File: config.mk
export PLATFORM = sky130hd
export DESIGN_NAME = sti_cell
export DESIGN_NICKNAME = d
export VERILOG_FILES = /design/src/sv/sti_pkg.sv /design/src/sv/sti_cell.sv
export SDC_FILE = /design/constraint.sdc
export NUM_CORES = 1
export LEC_CHECK = 0
export ABC_AREA = 1
export BUFFER_PORTS_ARGS = -buffer_cell sky130_fd_sc_hd__buf_2
export CAP_MARGIN = 20
export CORE_ASPECT_RATIO = 1.5
export CORE_UTILIZATION = 40
export DETAILED_ROUTE_END_ITERATION = 6
export GPL_TIMING_DRIVEN = 0
export PLACE_DENSITY = 0.73
export SLEW_MARGIN = 0
export SYNTH_ARGS = -nofsm -noshare
export SYNTH_HDL_FRONTEND = slang
export SYNTH_SLANG_ARGS = --single-unit
File: constraint.sdc
create_clock -name clk -period 6.9 [get_ports clk]
set_input_delay 1.035 -clock clk [delete_from_list [all_inputs] [get_ports clk]]
set_output_delay 1.035 -clock clk [all_outputs]
set_load 0.05 [all_outputs]
File: src/sv/sti_pkg.sv
// Package for the sorted table insert/delete unit: sizes, codes and the
// structs passed between the top level and the row of storage cells.
// No dependencies.
package sti_pkg;

    localparam int CAPACITY    = 64;
    localparam int CNT_W       = $clog2(CAPACITY + 1);
    localparam int VALUE_W     = 32;
    localparam int KIND_W      = 2;
    localparam int STATUS_W    = 2;
    localparam int OUT_CNT_W   = 7;
    localparam int OUT_TDATA_W = 16;

    typedef logic signed [VALUE_W-1:0] value_t;

    typedef enum logic [KIND_W-1:0] {
        KIND_INSERT = 2'd0,
        KIND_DELETE = 2'd1,
        KIND_FIND   = 2'd2
    } kind_t;

    typedef enum logic [STATUS_W-1:0] {
        STATUS_DONE   = 2'd0,
        STATUS_FULL   = 2'd1,
        STATUS_ABSENT = 2'd2
    } status_t;

    typedef enum logic [1:0] {
        ST_IDLE,
        ST_COMPARE,
        ST_UPDATE
    } state_t;

    // Broadcast to every cell.
    typedef struct packed {
        logic   cmp_en;
        logic   ins_en;
        logic   del_en;
        value_t value;
    } cell_cmd_t;

    // What a cell shows its neighbours.
    typedef struct packed {
        logic   valid;
        logic   lt;
        value_t entry;
    } cell_link_t;

endpackage

File: src/sv/sti_cell.sv
// One storage cell of the sorted table: holds an entry, compares it with
// the broadcast operand and shifts with its neighbours on insert/delete.
// Depends on sti_pkg.
module sti_cell (
    input  logic               clk,
    input  logic               rst_n,
    input  sti_pkg::cell_cmd_t cmd,
    input  sti_pkg::cell_link_t left,
    input  sti_pkg::cell_link_t right,
    output sti_pkg::cell_link_t self,
    output logic               eq
);
    import sti_pkg::*;

    logic   valid_reg, valid_next;
    logic   lt_reg, lt_next;
    logic   eq_reg, eq_next;
    value_t entry_reg, entry_next;

    always_comb
    begin
        valid_next = valid_reg;
        entry_next = entry_reg;
        lt_next    = lt_reg;
        eq_next    = eq_reg;
        if (cmd.cmp_en)
        begin
            lt_next = valid_reg && (entry_reg < cmd.value);
            eq_next = valid_reg && (entry_reg == cmd.value);
        end
        if (cmd.ins_en && !lt_reg)
        begin
            // first cell not below the operand takes it, the rest move up
            if (left.lt)
            begin
                entry_next = cmd.value;
                valid_next = 1'b1;
            end
            else
            begin
                entry_next = left.entry;
                valid_next = left.valid;
            end
        end
        if (cmd.del_en && !lt_reg)
        begin
            entry_next = right.entry;
            valid_next = right.valid;
        end
    end

    always_ff @(posedge clk or negedge rst_n)
    begin
        if (!rst_n)
        begin
            valid_reg <= 1'b0;
            lt_reg    <= 1'b0;
            eq_reg    <= 1'b0;
        end
        else
        begin
            valid_reg <= valid_next;
            lt_reg    <= lt_next;
            eq_reg    <= eq_next;
        end
    end

    always_ff @(posedge clk)
    begin
        entry_reg <= entry_next;
    end

    assign self.valid = valid_reg;
    assign self.lt    = lt_reg;
    assign self.entry = entry_reg;
    assign eq         = eq_reg;

endmodule

==> run metrics, run 1 <==
outcome finished clean; die footprint 6940 um2; Post-Syn Area 2640 um2; WP buf/inv 2; CP startpoint kind input pin; post-synthesis register bit count 35; Slew HR 66.7%; drt drc 0; crit path cell chain buf_2 > inv_1 > ha_1 > nand2_1 > nor2_2 > nand2_2 > nor4_4 > nand2_1 > nand2_1 > nand2_1 > nand3_1 > nand2_1; CTS Root Cell clkbuf_8; final instance area 3550 um2; RSZ-0062 raised after global routing false; GPL Wtd Cong 0.779; required time of the critical path 7.08 ns; post-CTS resize count 0; nets@finish around 620; Max rail drop VDD about 0.14 mV; Max Clk Rate 456 MHz; CTS clock-pin slew for the worst setup and hold paths 0.08 ns; Final Cycle Share 31.8%; Worst Hold Class reg2reg; Cell variety after synth 27; # IOs 140; Via density approximately 5; GRT Total Usage 21.7%; Port Buffers 137; DRT Pass-1 Iters 4; critical path's most frequent cell nand2_1; max reg flops 32; Hold WS approximately 0.5 ns; fin util 56.6%; # setup viols final 0; Max-Cap Viols 0; Core ar. 6260 um2; global-route wire length before repair around 11,000 um; Final ANT Viol Nets 0; H-tree depth 2; layout cells sized above 1 a little over a third; FF/Latch Area 1040 um2; final hold vios 0; most frequent cells after synthesis nand2_1 (101), inv_1 (41), nor2_1 (40); post-synthesis cell count 337; Power per Cell Area approximately 350 nW/um2; synth top area cells edfxtp_1 (36%), ha_1 (15%), nand2_1 (14%); share of the synthesized area in the top cell type about 36%; largest net degree at the start of global routing 22; chip height 102 um; Data arrival, critical path 2.37 ns; hold-fix buffer count after cts 0; final wirelength 7290 um; post-CTS setup buffers 0; vias 2,750; Post-DP HPWL 5990 um; Mapped Avg Cell Area 7.84 um2; worst-margin pin slew 0.500 ns; multi-input logic area 1360 um2; # diodes 0; min Tclk post-route 2.19 ns; cell row count 35; Pins Over Slew Limit 0; Die Span X 68.4 um; Crit-path slowest cell ha_1; Non-Filler Instances 557; CTS Buf Count 5; TNS Setup 0 ns; Post-DP Area between 3000 and 4000 um2; CP max stage delay 0.33 ns; Top Family by Delay on Critical Path simple AND/OR/NAND/NOR gates; GRT Residual Overflow 0; main flop type after synthesis edfxtp_1; Cells after DPL about 550; clock buffer depth 2; Initial Util 42.2%; static leakage 1.92 nW; crit path capture type register; register area share after synthesis 39.2%; yosys warns 0; Starting DRT DRC Count 102; Final Skew 0.0156 ns; initial antenna violation count 0; crit-path max FO 4; Yosys top cell by area edfxtp_1; insertion delay to the later sink of the worst-skew pair 0.29 ns; number of synthesized flops with an enable pin 32; CTS tree done; Mapped Nets between 400 and 500; Post-synth ARST share 8.57%; Area Growth Syn to Fin 34.2%; WL/cell 13.1 um; most frequent cell after synthesis nand2_1; Filler cells 625; Crit Path Class in2reg; CTS Sinks 35; vias in the first global route around 2,600
-- final cells by class --
class	count	area share, %
Clock buffer	7	2.43
Sequential cell	35	29.2
Buffer	16	2.29
Timing Repair Buffer	138	20.1
Multi-Input combinational cell	241	38.4
Tap cell	74	2.61
Clock inverter	1	0.141
Inverter	45	4.76
-- where the power goes --
part | switching (W) | internal, W | leakage (nW)
sequential | 0.0000444 | 0.000336 | 0.352
clock | 0.0000755 | 0.0000806 | 0.0482
combinational | 0.000500 | 0.000202 | 1.52
total | 0.000620 | 0.000618 | 1.92
-- metal layers --
metal	vias up	routed length, um	GRT usage, %
met5	-	0	0
met4	0	155	7.21
met3	13	435	4.73
met2	98	3800	40.0
met1	1226	2890	23.6
li1	1413	-	-
-- final timing paths --
path	from	to	slack [ns]	cells past startpoint
max	cmd[31]	lt_reg$_DFFE_PN0P_	4.71	12
min	eq$_DFFE_PN0P_	eq$_DFFE_PN0P_	0.50	2
max reg2reg	entry_reg[31]$_DFFE_PP_	lt_reg$_DFFE_PN0P_	5.18	10
min reg2reg	eq$_DFFE_PN0P_	eq$_DFFE_PN0P_	0.50	2
max in group asynchronous	rst_n	valid_reg$_DFFE_PN0P_	6.27	1
min in group asynchronous	rst_n	eq$_DFFE_PN0P_	0.52	1
-- worst reg2reg max path: stages, from the launching register on --
cell and delay [ns]:
edfxtp_1 0.39, ha_1 0.35, nand2_1 0.10, nor2_2 0.14, nand2_2 0.09, nor4_4 0.17
nand2_1 0.13, nand2_1 0.07, nand2_1 0.05, nand3_1 0.09, nand2_1 0.05
-- logic make-up (layout without fill, tap and decap cells) --
group                    Yosys count  in the layout  synth area share, %
AND/OR/NAND/NOR                  153            153                 23.5
buffers and inverters             61            207                 9.47
AO/OA/AOI/OAI                     56             56                 12.7
flip-flops                        35             35                 39.2
adder cells (fa/ha/maj)           32             32                 15.2
-- per-stage QoR --
stage          power (W)  setup slack [ns]
3_3_place_gp     0.00106              3.17
4_1_cts          0.00125              4.70
5_1_grt          0.00133              4.59
3_5_place_dp     0.00109              4.42
6_report         0.00124              4.71
2_1_floorplan   0.000898              4.01
-- layout by cell type (no fill, tap or decap), drive strengths merged, types with 3 or more instances in the layout --
cell type	instances
buf	151
nand2	103
inv	44
nor2	41
a31oi	32
ha	32
edfxtp	32
a21oi	14
clkbuf	10
o21ai	6
nand4	3
nand3	3
dfrtp	3
No activity file was read; power rests on OpenSTA's default activity.
==> inputs of run 2 (changes only) <==
Settings changed: ABC_AREA 1 to 0, PLACE_DENSITY 0.73 to 0.74.
Clock period 6.9 ns to 2.2 ns, I/O delays scaled along.
==> run 2 against run 1 <==
Effect of this change: worst hold slack lost 0.19 ns; via count shrank 10%; flip-flop and latch count is the same; synthesized area shrank 2.0%; global-route usage grew 0.20 points; routed wire length shrank 5.6%; core utilization shrank 0.29 points; setup slack lost 4.4 ns; combinational power grew to 2.8 times the previous value; sequential power grew to 3.1 times the previous value; register-to-register slack lost 4.9 ns; largest cell class unchanged.
==> run metrics, run 2 <==
outcome finished clean; GR peak layer met2; CTS clock-pin slew for the worst setup and hold paths 0.08 ns; post-CTS setup buffers 0; final wirelength about 7000 um; Slew HR 63.3%; Final ANT Viol Nets 0; CP startpoint kind register; Max rail drop VDD 0.489 mV; Yosys top cell by area edfxtp_1; CTS tree done; H-tree depth 2; Net Sw Power about 0.0018 W; initial antenna violation count 0; Data arrival, critical path 2.10 ns; Via density 5.00; most frequent cells after synthesis nand2_1 (43), inv_1 (35), o21ai_1 (33); Switching Share 48.2%; Mapped Avg Cell Area roughly 9.5 um2; CTS Buf Count 5; chip height 101 um; min Tclk post-route 1.93 ns; crit path capture type register; post-synthesis cell count 274; Hold WS about 0.31 ns; cell row count 35; Starting DRT DRC Count 83; Post-DP Area about 3400 um2; Synth Area in Compound Gates roughly an eighth; # IOs 140; sequential share of power 32.1%; clock buffer depth 2; most frequent cell after synthesis nand2_1; Cell variety after synth 32; share of the synthesized area in the top cell type 37.1%; XOR/XNOR Fraction of Synth Area 0%; vias around 2,500; # setup viols final 0; Worst Hold Class in2reg; yosys warns 0; met3 usage 3.85%; Area Growth Syn to Fin 35.3%; static leakage 1.84 nW; leading cell type in the layout, fill and taps excluded buf_2; RSZ-0062 raised after global routing false; Pins Over Slew Limit 0; drt drc 0; Post-DP HPWL 5720 um; synth top area cells edfxtp_1 (37%), ha_1 (15%), mux2i_1 (12%); die footprint 6810 um2; most frequent cells in the layout buf_2 (141), nand2_1 (43), inv_1 (35), o21ai_1 (33); insertion delay to the later sink of the worst-skew pair 0.28 ns; final instance area 3500 um2; Post-Syn Area around 2600 um2; # diodes 0; DRT Pass-1 Iters 4; max reg flops 32; layout cells sized above 1 37.5%; GRT Residual Overflow 0; main flop type after synthesis edfxtp_1; Pint around 0.0019 W; WL/cell 13.9 um; nets@finish 557; area share of and/or/nand/nor cells after synthesis between 10% and 20%; Post-synth ARST share under 10%; GRT Total Usage 21.9%; crit path cell chain ha_1 > nand4_2 > nor4_2 > nand4_1 > a21oi_1 > o21ai_2; final hold vios 0; Port Buffers 137; Final Cycle Share ~88%; met1 GRT Util a little over a fifth; DP Worst Slack 0.210 ns; TNS Setup 0 ns; global-route wire length before repair 11,200 um; Mapped Nets 411; number of synthesized flops with an enable pin 32; CP max stage delay 0.40 ns; Clk pwr share 13.4%; Die Span X 67.7 um; post-synthesis register bit count 35; Initial Util approximately two fifths; post-CTS resize count 0; Final Skew 0.00470 ns; Crit Path Class reg2reg; mux contribution to synthesized area 12.8%; vias in the first global route roughly 2,600; Core ar. 6220 um2; Max-Cap Viols 0; worst-margin pin slew 0.551 ns; largest family of logic cells by synthesized area adder cells; Crit-path slowest cell edfxtp_1; routing usage on met2 42.9%; Setup WS post-layout 0.274 ns; CTS Root Cell clkbuf_8; Power per Cell Area 1040 nW/um2; Max Clk Rate 519 MHz; crit-path max FO 5; CTS Sinks 35; Logic pwr share 54.5%; GPL Wtd Cong 0.747; required time of the critical path 2.37 ns; register area share after synthesis 40.0%; area share of fa/ha/maj cells after synthesis 15.5%; total chip power 0.00365 W; largest net degree at the start of global routing 23
-- run 2: changes by cell type in the layout (fill, tap and decap cells not counted), sizes merged, moves of 9 or more --
cell / previous run / this run
a31oi: 32 / 0
inv: 44 / 35
mux2i: 0 / 32
nand2: 103 / 43
nor2: 41 / 7
o21ai: 6 / 38
-- run 2: area by class of cell --
cell class | instances | area [um2]
inverters | 35 | 131
plain buffers | 13 | 61.3
flip-flops and latches | 35 | 1040
clock inverters | 1 | 5.00
well taps | 74 | 92.6
fillers | 597 | 2710
repair buffers | 139 | 723
clock buffers | 7 | 86.3
multi-input cells | 191 | 1370
-- run 2: critical path, delay by kind of cell (launching register included) --
family / cells / cell delay, ns
flip-flops: 1 / 0.40
AND/OR/NAND/NOR: 3 / 0.74
adder cells (fa/ha/maj): 1 / 0.38
AO/OA/AOI/OAI: 2 / 0.29
-- run 2: final timing paths --
check / to / cells after the start / slack, ns / startpoint
max in group asynchronous: eq$_DFFE_PN0P_ / 2 / 1.69 / rst_n
min in group asynchronous: valid_reg$_DFFE_PN0P_ / 2 / 0.40 / rst_n
worst min register to register: eq$_DFFE_PN0P_ / 2 / 0.56 / eq$_DFFE_PN0P_
worst min-delay path: eq$_DFFE_PN0P_ / 2 / 0.31 / cmd[34]
worst max register to register: lt_reg$_DFFE_PN0P_ / 6 / 0.27 / entry_reg[31]$_DFFE_PP_
worst max-delay path: lt_reg$_DFFE_PN0P_ / 6 / 0.27 / entry_reg[31]$_DFFE_PP_
-- run 2: repair_timing --
item,4_1_cts,5_1_grt
setup endpoints to repair,0,0
hold buffers,1,0
hold endpoints to repair,3,0
-- run 2: cells by family after synthesis --
logic type	after synthesis
mux	33
buf+inv	48
simple gates	65
flops	35
compound gates	61
fa+ha+maj	32
-- run 2: power by group through the flow --
stage                     clock network, W  registers (W)  logic (W)
after detailed placement                 0        0.00119    0.00201
after global placement                   0        0.00118    0.00192
after floorplan                          0        0.00181   0.000782
after CTS                         0.000507        0.00117    0.00202
final                             0.000488        0.00117    0.00199
after global routing              0.000539        0.00120    0.00217
-- run 2: metrics by stage --
| step | utilization, % | cells |
|---|---|---|
| 4_1_cts | 56.4 | 495 |
| 5_1_grt | 56.4 | 495 |
| 6_report | 56.4 | 495 |
| 3_3_place_gp | 54.2 | 485 |
| 2_1_floorplan | - | 274 |
| 3_5_place_dp | 54.7 | 486 |
-- run 2: routing by layer --
layer | vias to the layer above | part of all wire [%]
met5 | - | 0
met3 | 8 | 5.2
met1 | 1120 | 38
li1 | 1254 | -
met2 | 91 | 56
met4 | 0 | 1.4
==> inputs of run 3 (changes only) <==
Settings changed: ABC_AREA 0 to 1, PLACE_DENSITY 0.74 to 0.73.
==> run 3 against run 2 <==
Effect of this change: combinational power is 11% higher; routed wire length is 6.2% higher; clock skew is 0.00051 ns lower; die area is 2.0% higher; critical path type unchanged; critical endpoint unchanged; largest cell class unchanged.
==> run metrics, run 3 (synthesis results as in run 1) <==
outcome finished clean; Port Buffers 137; GPL Wtd Cong 0.777; Worst Hold Class in2reg; Max Clk Rate 580 MHz; fin util around 57%; Crit path depth 10; vias in the first global route 2,711; chip height between 100 and 150 um; Post-DP Area between 3000 and 4000 um2; Pins Over Slew Limit 0; final wirelength 7310 um; multi-input logic area 1360 um2; Starting DRT DRC Count 115; WP buf/inv 0; DRT Pass-1 Iters 4; leading cell type in the layout, fill and taps excluded buf_2; Initial Util 42.2%; min Tclk post-route 1.72 ns; Filler cells 614; FF/Latch Area just over 1000 um2; CP max stage delay roughly 0.39 ns; max reg flops 32; static leakage between 1.5 and 2 nW; Slew HR 64.6%; Via density 4.91; CP startpoint kind register; Switching Share between 50% and 60%; initial antenna violation count 0; vias ~2,700; R2R Path Start entry_reg[31]$_DFFE_PP_; H-tree depth 2; Crit. Startpoint entry_reg[31]$_DFFE_PP_; CTS tree done; # diodes 0; Clk pwr share 12.0%; crit path to lt_reg$_DFFE_PN0P_; Pint 0.00190 W; Post-DP HPWL around 6000 um; RSZ-0062 raised after global routing false; Final Skew 0.00419 ns; Final ANT Viol Nets 0; Data arrival, critical path around 1.9 ns; CTS clock-pin slew for the worst setup and hold paths around 0.080 ns; Power per Cell Area 1090 nW/um2; # setup viols final 0; global-route wire length before repair 11,400 um; Hold WS 0.296 ns; number of cells on the worst reg-to-reg path 10; insertion delay to the later sink of the worst-skew pair roughly 0.28 ns; nets@finish 620; sequential share of power 31.0%; Area Growth Syn to Fin 34.3%; Net Sw Power 0.00195 W; GRT Total Usage 21.8%; largest net degree at the start of global routing 24; depth of the worst hold-timing path 3; final hold vios 0; Final Cycle Share approximately four fifths; post-CTS setup buffers 0; worst-margin pin slew 0.530 ns; crit path capture type register; Critical R2R Capture lt_reg$_DFFE_PN0P_; CTS Sinks 35; die footprint just under 7000 um2; cell row count 35; crit-path max FO 4; TNS Setup 0 ns; required time of the critical path 2.38 ns; final instance area 3550 um2; Die Span X 68.4 um; Top Family by Delay on Critical Path simple AND/OR/NAND/NOR gates; critical path's most frequent cell nand2_1; GRT Residual Overflow 0; Max-Cap Viols 0; crit path cell chain ha_1 > nand2_1 > nor2_2 > nand2_2 > nor4_4 > nand2_1 > nand2_1 > nand2_1 > nand3_1 > nand2_1; most frequent cells in the layout buf_2 (148), nand2_1 (101), inv_1 (41), nor2_1 (39); CTS Root Cell clkbuf_8; Max rail drop VDD between 0.4 and 0.5 mV; clock buffer depth 2; Logic pwr share between 50% and 60%; CTS Buf Count 5; Crit-path slowest cell edfxtp_1; drt drc 0; Crit Path Class reg2reg; Core ar. around 6300 um2; layout cells sized above 1 34.9%; WL/cell 13.1 um; # IOs 140; R2R Setup Slk 0.48 ns
-- run 3: cell types whose count changed in the layout (fill, tap and decap cells not counted), sizes merged, moves of 3 or more --
cell / delta
buf: +5
mux2i: -32
nand2: +60
a31oi: +32
clkinv: +3
o21ai: -32
inv: +9
clkbuf: -4
nor2: +34
nand4: -3
-- run 3: tightest hold or removal path, stage by stage --
cell	delay, ns
buf_2	0.08
nor3b_1	0.04
o21ai_1	0.10
-- run 3: per-stage QoR --
| stage | instances | worst slack, ns | total power (W) |
|---|---|---|---|
| 2_1_floorplan | 337 | 0.373 | 0.00282 |
| 3_3_place_gp | 548 | 0.000333 | 0.00334 |
| 3_5_place_dp | 549 | 0.389 | 0.00343 |
| 4_1_cts | 558 | 0.437 | 0.00389 |
| 5_1_grt | 558 | 0.312 | 0.00414 |
| 6_report | 558 | 0.477 | 0.00386 |
-- run 3: final cells by class --
class | instances | area share, %
Buffer | 16 | 2.29
Timing Repair Buffer | 139 | 20.4
Inverter | 45 | 4.76
Clock buffer | 5 | 1.94
Tap cell | 74 | 2.61
Clock inverter | 3 | 0.423
Multi-Input combinational cell | 241 | 38.4
Sequential cell | 35 | 29.2
-- run 3: what timing repair did --
item | in CTS | in global routing
hold buffers | 1 | 0
hold endpoints to repair | 3 | 0
gates resized for setup | 0 | 0
-- run 3: worst min-delay path by stage --
| stage | start | endpoint | slack, ns |
|---|---|---|---|
| floorplan | rst_n | eq$_DFFE_PN0P_ | 0.03 |
| global placement | rst_n | valid_reg$_DFFE_PN0P_ | 0.13 |
| global route | left[33] | valid_reg$_DFFE_PN0P_ | 0.30 |
| detailed placement | rst_n | valid_reg$_DFFE_PN0P_ | 0.13 |
| finish | left[33] | valid_reg$_DFFE_PN0P_ | 0.30 |
| CTS | cmd[34] | eq$_DFFE_PN0P_ | 0.29 |
-- run 3: metal layers --
metal	vias up	wire (um)	track usage (%)	part of all wire, %
li1	1412	-	-	-
met2	91	4000	42.2	55
met3	8	395	4.73	5.4
met5	-	0	0	0
met4	0	81	6.73	1.1
met1	1231	2820	22.1	39
-- run 3: power by group through the flow --
stage	Combinational (W)	Sequential, W	Clock (W)
final	0.00220	0.00120	0.000461
after global routing	0.00241	0.00123	0.000500
after CTS	0.00222	0.00120	0.000473
after detailed placement	0.00221	0.00121	0
after global placement	0.00214	0.00120	0
after floorplan	0.000844	0.00197	0
